--- src/sv/deq_pkg.sv ---
package deq_pkg;

  localparam int unsigned DEPTH   = 16;
  localparam int unsigned IDX_W   = $clog2(DEPTH);
  localparam int unsigned CNT_W   = 5;
  localparam int unsigned VAL_W   = 64;
  localparam int unsigned KIND_W  = 3;
  localparam int unsigned STAT_W  = 2;
  localparam int unsigned FIFO_D  = 4;
  localparam int unsigned FPTR_W  = $clog2(FIFO_D);

  typedef enum logic [KIND_W-1:0] {
    KIND_PUSH_FRONT = 3'd0,
    KIND_PUSH_BACK  = 3'd1,
    KIND_POP_FRONT  = 3'd2,
    KIND_POP_BACK   = 3'd3,
    KIND_REVERSE    = 3'd4,
    KIND_REPORT     = 3'd5
  } kind_e;

  typedef enum logic [STAT_W-1:0] {
    ST_DONE      = 2'd0,
    ST_POP_EMPTY = 2'd1,
    ST_PUSH_FULL = 2'd2
  } status_e;

  typedef struct packed {
    logic [VAL_W-1:0]  front_value;
    logic [VAL_W-1:0]  back_value;
    logic [CNT_W-1:0]  entry_count;
    logic              is_empty;
    logic [STAT_W-1:0] status;
  } res_t;

endpackage

--- src/sv/double_ended_queue.sv ---
// channel  | handshake                    | payload
// request  | in_valid_i / in_stall_o      | kind_i, value_i
// result   | out_valid_o / out_stall_i    | front_value_o, back_value_o, entry_count_o,
//          |                              | is_empty_o, status_o
// one request per cycle unless in_stall_o; result registered in core, then output FIFO
// the ring store is written and read in the accept cycle, read data registered
// reset clears pointers, count, direction and queues; store contents stay undefined
// up to three requests in flight; in_stall_o rises only when the result side stalls
module double_ended_queue (
  input  logic                       clk_i,
  input  logic                       rst_ni,
  input  logic                       in_valid_i,
  output logic                       in_stall_o,
  input  logic [deq_pkg::KIND_W-1:0] kind_i,
  input  logic [deq_pkg::VAL_W-1:0]  value_i,
  output logic                       out_valid_o,
  input  logic                       out_stall_i,
  output logic [deq_pkg::VAL_W-1:0]  front_value_o,
  output logic [deq_pkg::VAL_W-1:0]  back_value_o,
  output logic [deq_pkg::CNT_W-1:0]  entry_count_o,
  output logic                       is_empty_o,
  output logic [deq_pkg::STAT_W-1:0] status_o
);
  import deq_pkg::*;

  logic       in_acc, out_acc, res_valid;
  logic [1:0] occ_q;
  res_t       res, out_res;

  assign in_stall_o = (occ_q == 2'd3);
  assign in_acc     = in_valid_i && !in_stall_o;
  assign out_acc    = out_valid_o && !out_stall_i;

  always_ff @(posedge clk_i or negedge rst_ni) begin
    if (!rst_ni) begin
      occ_q <= '0;
    end else begin
      occ_q <= occ_q + 2'(in_acc) - 2'(out_acc);
    end
  end

  deq_core u_core (
    .clk_i       (clk_i),
    .rst_ni      (rst_ni),
    .req_acc_i   (in_acc),
    .kind_i      (kind_i),
    .value_i     (value_i),
    .res_valid_o (res_valid),
    .res_o       (res)
  );

  deq_out_fifo u_fifo (
    .clk_i   (clk_i),
    .rst_ni  (rst_ni),
    .push_i  (res_valid),
    .data_i  (res),
    .valid_o (out_valid_o),
    .pop_i   (!out_stall_i),
    .data_o  (out_res)
  );

  assign front_value_o = out_res.front_value;
  assign back_value_o  = out_res.back_value;
  assign entry_count_o = out_res.entry_count;
  assign is_empty_o    = out_res.is_empty;
  assign status_o      = out_res.status;

  a_out_has_request: assert property (@(posedge clk_i) disable iff (!rst_ni)
    out_valid_o |-> (occ_q != 2'd0))
    else $error("result without outstanding request");

endmodule

--- src/sv/deq_core.sv ---
module deq_core (
  input  logic                       clk_i,
  input  logic                       rst_ni,
  input  logic                       req_acc_i,
  input  logic [deq_pkg::KIND_W-1:0] kind_i,
  input  logic [deq_pkg::VAL_W-1:0]  value_i,
  output logic                       res_valid_o,
  output deq_pkg::res_t              res_o
);
  import deq_pkg::*;

  logic [VAL_W-1:0] mem [DEPTH];

  logic [IDX_W-1:0]  head_q, head_d;
  logic [CNT_W-1:0]  count_q, count_d;
  logic              rev_q, rev_d;
  logic              vld_q;
  logic [STAT_W-1:0] status_q;
  status_e           status_d;
  logic [VAL_W-1:0]  rd0_q, rd1_q, val_q;
  logic              fwd0_q, fwd1_q;

  logic              is_push, is_pop, at_first, full, empty, we;
  logic [IDX_W-1:0]  wr_addr, rd0_addr, rd1_addr;
  logic [VAL_W-1:0]  first_val, last_val;
  kind_e             kind;

  assign kind  = kind_e'(kind_i);
  assign full  = (count_q == CNT_W'(DEPTH));
  assign empty = (count_q == '0);

  always_comb begin
    is_push  = 1'b0;
    is_pop   = 1'b0;
    unique case (kind) inside
      KIND_PUSH_FRONT, KIND_PUSH_BACK: is_push = 1'b1;
      KIND_POP_FRONT, KIND_POP_BACK:   is_pop  = 1'b1;
      default: ;
    endcase
  end

  // front kinds have bit 0 clear; a reversed deque swaps the ends
  assign at_first = (kind_i[0] == 1'b0) != rev_q;

  always_comb begin
    head_d   = head_q;
    count_d  = count_q;
    rev_d    = rev_q;
    status_d = ST_DONE;
    we       = 1'b0;
    wr_addr  = head_q + count_q[IDX_W-1:0];
    if (is_push) begin
      if (full) begin
        status_d = ST_PUSH_FULL;
      end else begin
        we      = 1'b1;
        count_d = count_q + 1'b1;
        if (at_first) begin
          head_d  = head_q - 1'b1;
          wr_addr = head_q - 1'b1;
        end
      end
    end else if (is_pop) begin
      if (empty) begin
        status_d = ST_POP_EMPTY;
      end else begin
        count_d = count_q - 1'b1;
        if (at_first) begin
          head_d = head_q + 1'b1;
        end
      end
    end else if (kind == KIND_REVERSE) begin
      rev_d = ~rev_q;
    end
  end

  assign rd0_addr = head_d;
  assign rd1_addr = head_d + count_d[IDX_W-1:0] - 1'b1;

  always_ff @(posedge clk_i) begin
    if (req_acc_i && we) begin
      mem[wr_addr] <= value_i;
    end
  end

  always_ff @(posedge clk_i) begin
    if (req_acc_i) begin
      rd0_q    <= mem[rd0_addr];
      rd1_q    <= mem[rd1_addr];
      fwd0_q   <= we && (wr_addr == rd0_addr);
      fwd1_q   <= we && (wr_addr == rd1_addr);
      val_q    <= value_i;
      status_q <= status_d;
    end
  end

  always_ff @(posedge clk_i or negedge rst_ni) begin
    if (!rst_ni) begin
      head_q  <= '0;
      count_q <= '0;
      rev_q   <= 1'b0;
      vld_q   <= 1'b0;
    end else begin
      vld_q <= req_acc_i;
      if (req_acc_i) begin
        head_q  <= head_d;
        count_q <= count_d;
        rev_q   <= rev_d;
      end
    end
  end

  // write forwarding for an entry pushed by the same request
  assign first_val = empty ? '0 : (fwd0_q ? val_q : rd0_q);
  assign last_val  = empty ? '0 : (fwd1_q ? val_q : rd1_q);

  assign res_valid_o       = vld_q;
  assign res_o.front_value = rev_q ? last_val : first_val;
  assign res_o.back_value  = rev_q ? first_val : last_val;
  assign res_o.entry_count = count_q;
  assign res_o.is_empty    = empty;
  assign res_o.status      = status_q;

  a_count_range: assert property (@(posedge clk_i) disable iff (!rst_ni)
    count_q <= CNT_W'(DEPTH))
    else $error("entry count above depth");

  a_reject_holds: assert property (@(posedge clk_i) disable iff (!rst_ni)
    (req_acc_i && status_d != ST_DONE) |=> ($stable(head_q) && $stable(count_q)))
    else $error("rejected request changed the deque");

  a_reject_status: assert property (@(posedge clk_i) disable iff (!rst_ni)
    (req_acc_i && is_push && full) |=> (status_q == ST_PUSH_FULL))
    else $error("push on full not flagged");

endmodule

--- src/sv/deq_out_fifo.sv ---
module deq_out_fifo (
  input  logic          clk_i,
  input  logic          rst_ni,
  input  logic          push_i,
  input  deq_pkg::res_t data_i,
  output logic          valid_o,
  input  logic          pop_i,
  output deq_pkg::res_t data_o
);
  import deq_pkg::*;

  res_t              buf_q [FIFO_D];
  logic [FPTR_W-1:0] wr_ptr_q, rd_ptr_q;
  logic [FPTR_W:0]   cnt_q;
  logic              do_pop;

  assign valid_o = (cnt_q != '0);
  assign do_pop  = pop_i && valid_o;
  assign data_o  = buf_q[rd_ptr_q];

  always_ff @(posedge clk_i) begin
    if (push_i) begin
      buf_q[wr_ptr_q] <= data_i;
    end
  end

  always_ff @(posedge clk_i or negedge rst_ni) begin
    if (!rst_ni) begin
      wr_ptr_q <= '0;
      rd_ptr_q <= '0;
      cnt_q    <= '0;
    end else begin
      if (push_i) begin
        wr_ptr_q <= wr_ptr_q + 1'b1;
      end
      if (do_pop) begin
        rd_ptr_q <= rd_ptr_q + 1'b1;
      end
      cnt_q <= cnt_q + (FPTR_W+1)'(push_i) - (FPTR_W+1)'(do_pop);
    end
  end

  a_no_overflow: assert property (@(posedge clk_i) disable iff (!rst_ni)
    !(push_i && !do_pop && cnt_q == (FPTR_W+1)'(FIFO_D)))
    else $error("output queue overflow");

endmodule

--- config.mk ---
export PLATFORM = sky130hd
export DESIGN_NAME = double_ended_queue
export DESIGN_NICKNAME = d
export VERILOG_FILES = /design/src/sv/deq_pkg.sv /design/src/sv/double_ended_queue.sv /design/src/sv/deq_core.sv /design/src/sv/deq_out_fifo.sv
export SDC_FILE = /design/constraint.sdc
export NUM_CORES = 2
export LEC_CHECK = 0
export ABC_AREA = 0
export BUFFER_PORTS_ARGS = -buffer_cell sky130_fd_sc_hd__buf_2
export CAP_MARGIN = 20
export CORE_MARGIN = 2
export CORE_UTILIZATION = 37
export DETAILED_ROUTE_END_ITERATION = 10
export PLACE_DENSITY = 0.56
export SLEW_MARGIN = 20
export SYNTH_ARGS = -nofsm -noshare
export SYNTH_HDL_FRONTEND = slang
export SYNTH_SLANG_ARGS = --single-unit
--- constraint.sdc ---
create_clock -name clk_i -period 10.57 [get_ports clk_i]
set_input_delay 1.057 -clock clk_i [delete_from_list [all_inputs] [get_ports clk_i]]
set_output_delay 1.057 -clock clk_i [all_outputs]
set_load 0.02 [all_outputs]
==> metrics.md <==
| Metric | Value |
|---|---|
| Status | finished, final reports clean |
| Setup violators final | 0 |
| Initial Util | 0.3716 |
| Multi-input logic area | 23,930 um2 |
| Worst Max-Slew Pin Slew | 1123 ps |
| Overflow after GRT | 0 |
| Iteration-0 DRC Markers | 3,905 |
| Via Count | 43,860 |
| Die height | roughly 470 um |
| Area Overhead vs Synth | 12.55% |
| Final min period | ~6600 ps |
| Syn Std Cell Area | 78,720 um2 |
| Synth unique cells | 54 |
| Clk_skew | 36.51 ps |
| CP Capture Type | flop |
| Startpoint types | flop |
| Hold Buf Count CTS | 0 |
| Resize count post-CTS | 0 |
| CP Cell Sequence | xor2_1 > a311oi_1 > xnor2_4 > buf_4 > inv_8 > ha_4 > inv_1 > ha_4 > inv_1 > fa_4 > xnor2_1 > xnor2_1 > xnor2_2 > buf_4 > buf_12 > mux2i_1 > mux2i_1 |
| Clock sinks | 1,784 |
| Core area | 211,900 um2 |
| Syn nets | 4,949 |
| Skew-Pair Late Insertion Delay | 840 ps |
| Register area | 53,480 um2 |
| Ys async rst share | 0.01121 |
| First-pass GRT wire length | 298.9 mm |
| Commonest non-fill, non-tap cells in the layout | 1,764 x edfxtp_1, 891 x nand2_1, 512 x mux2i_1, 392 x mux4_2, 208 x buf_2 |
| Setup TNS | 0 ps |
| Buffers added on ports | 208 |
| CTS root buffer | clkbuf_16 |
| Worst path required time | 11,110 ps |
| Post-DR wirelength/cell | 25.65 um |
| Nets | 5,104 |
| Inserted Clock Buffers | 180 |
| Cells after Synth | 4,855 |
| Cell Rows | 169 |
| Setup bufs post-CTS | 0 |
| Synth warn | 0 |
| Critical path fanouts, max | 106 |
| HP Class | in2async |
| RePlAce Congestion | 0.7708 |
| First-pass DRT Iterations | 8 |
| Final ANT Viol Nets | 0 |
| Cell family with most CP delay | buffers and inverters |
| Post-Syn Area per Cell | 16.22 um2 |
| CP max stage delay | 760 ps |
| Final worst path period share | 0.6258 |
| Final HPWL DP | 111.4 mm |
| I/O pin cnt | 209 |
| Largest net degree at the start of global routing | 164 |
| Vias in the first global route | 44,100 |
| Longest Clk Path Bufs | 3 |
| Die area | 216,500 um2 |
| Max Transition Viols Final | 0 |
| CP bufs+invs | 6 |
| Commonest non-fill, non-tap cell in the layout | edfxtp_1 |
| Layout cells sized above 1 | 0.2159 |
| Max Cap Viol | 0 |
| Top FF cell, synth | edfxtp_1 |
| M1 WL | 85.94 mm |
| Final hold viol count | 0 |
| Max layer used | met5 |
| Number of synthesized flops with an enable pin | approximately 1,800 |
| CTS tree | built |
| # H-tree levels | 4 |
| RSZ-0062 raised after global routing | no |
| Non-filler cells, final | 7,984 |
| Worst-path clk slew | 60 ps |
| Setup CP Type | reg2reg |
| DRC violations left | 0 |
| Final Util | 0.4182 |
| Fmax | 0.1512 GHz |
| Dpl cells | about 7,600 |
| Seq/Total Area, Yosys | 0.6792 |
| WL final | slightly above 200 mm |
| Crit path DAT | about 7200 ps |
| Metal2 WL | roughly 100 mm |
| WL met3 | 12.95 mm |
| Die width | 465.3 um |
| Total track usage | 0.1867 |
| # fillers | about 19,000 |
| Initial antenna violation count | 40 |
| Slowest-stage cell, CP | a311oi_1 |
| Max-slew headroom | 0.2498 |
| Vias/cell | 5.494 |
| #FFs+latches synth | 1,784 |
==> synthesized netlist by cell type, types with 2 or more instances <==
| cell type | count | area [um2] |
|---|---|---|
| edfxtp_1 | 1764 | 52970 |
| nand2_1 | 893 | 3352 |
| mux2i_1 | 512 | 5125 |
| mux4_2 | 392 | 8828 |
| clkbuf_1 | 203 | 762.0 |
| nor2_1 | 155 | 581.8 |
| nand3_1 | 130 | 650.6 |
| mux2_2 | 129 | 1453 |
| a21oi_1 | 120 | 600.6 |
| a32oi_1 | 64 | 560.5 |
| buf_2 | 62 | 310.3 |
| nand3b_1 | 62 | 465.5 |
| o21ai_0 | 55 | 275.3 |
| o221ai_1 | 55 | 481.7 |
| buf_1 | 30 | 112.6 |
| buf_4 | 23 | 172.7 |
| dfrtp_1 | 20 | 500.5 |
| ha_1 | 20 | 250.2 |
| inv_1 | 20 | 75.07 |
| xnor2_1 | 20 | 175.2 |
| and3_1 | 19 | 118.9 |
| a311o_1 | 16 | 160.2 |
| o21ai_1 | 11 | 55.05 |
| buf_6 | 10 | 112.6 |
| xor2_1 | 10 | 87.58 |
| and2_1 | 9 | 56.30 |
| nor3_1 | 6 | 30.03 |
| a31oi_1 | 4 | 25.02 |
| nand2b_1 | 4 | 25.02 |
| fa_1 | 3 | 60.06 |
| nor2b_1 | 3 | 18.77 |
| or2_2 | 3 | 18.77 |
| or3_1 | 3 | 18.77 |
| a21o_1 | 2 | 15.01 |
| inv_2 | 2 | 7.510 |
| nand4_1 | 2 | 12.51 |
| or4b_1 | 2 | 20.02 |
==> area by class of cell <==
type / instances / share of cell area
tap: 2821 / 0.03984
timing repair buffer: 301 / 0.02107
clock buffer: 219 / 0.05297
sequential: 1784 / 0.6036
antenna: 8 / 0.0002259
clock inverter: 108 / 0.01107
inverter: 23 / 0.001172
multi-input combinational: 2720 / 0.2700
==> flip-flops by register name, indices dropped and copies added, names as in the netlist <==
signal	flops
occ_q	2
u_core.count_q	5
u_core.fwd0_q	1
u_core.fwd1_q	1
u_core.head_q	4
u_core.mem	1024
u_core.rd0_q	64
u_core.rd1_q	64
u_core.res_valid_o	1
u_core.rev_q	1
u_core.status_q	2
u_core.val_q	64
u_fifo.buf_q	544
u_fifo.cnt_q	3
u_fifo.rd_ptr_q	2
u_fifo.wr_ptr_q	2
==> stage by stage <==
stage	cell area, um2	hold slack (ps)	worst slack [ps]
2_1_floorplan	78720	458.7	1500
3_3_place_gp	82850	470.5	3551
3_5_place_dp	82910	496.1	3488
4_1_cts	88580	173.5	3961
5_1_grt	88590	226.2	3537
6_report	88600	219.5	3956
==> cell families after synthesis <==
family,after synthesis,synth area share
adder cells (fa/ha/maj),23,0.003942
flip-flops,1784,0.6792
buffers and inverters,351,0.01977
multiplexers,1034,0.1958
AND/OR/NAND/NOR,1295,0.06885
AO/OA/AOI/OAI,337,0.02883
XOR/XNOR,31,0.003544
==> worst register-to-register path, stage by stage (launching register included) <==
cell      delay (ps)
dfrtp_4          710
xor2_1           260
a311oi_1         760
xnor2_4          170
buf_4            650
inv_8            460
ha_4             320
inv_1             90
ha_4             130
inv_1             50
fa_4             490
xnor2_1          150
xnor2_1          240
xnor2_2          150
buf_4            470
buf_12           700
mux2i_1          460
mux2i_1          110
==> metal layers <==
metal,global-route usage,up-vias
met4,0.05210,34
li1,-,19260
met5,0,-
met1,0.2472,22780
met3,0.03211,364
met2,0.3163,1431
==> path summary, 6_finish.rpt <==
kind                                            from                           end  slack [ps]  cells after the start
max                         u_core.rev_q$_DFFE_PN0P_    u_core.rd1_q[28]$_DFFE_PP_        3960                     17
min                                           rst_ni  u_core.head_q[1]$_DFFE_PN0P_         220                      1
min reg2reg                u_fifo.cnt_q[0]$_DFF_PN0_     u_fifo.cnt_q[0]$_DFF_PN0_         500                      1
max in group asynchronous                     rst_ni      u_core.rev_q$_DFFE_PN0P_        9940                      1
max reg2reg                 u_core.rev_q$_DFFE_PN0P_    u_core.rd1_q[28]$_DFFE_PP_        3960                     17
min in group clk_i         u_fifo.cnt_q[0]$_DFF_PN0_     u_fifo.cnt_q[0]$_DFF_PN0_         500                      1
Power is left out: the tool's default activity adds up to more than one toggle a clock period on the data nets, which glitch-free logic cannot reach.
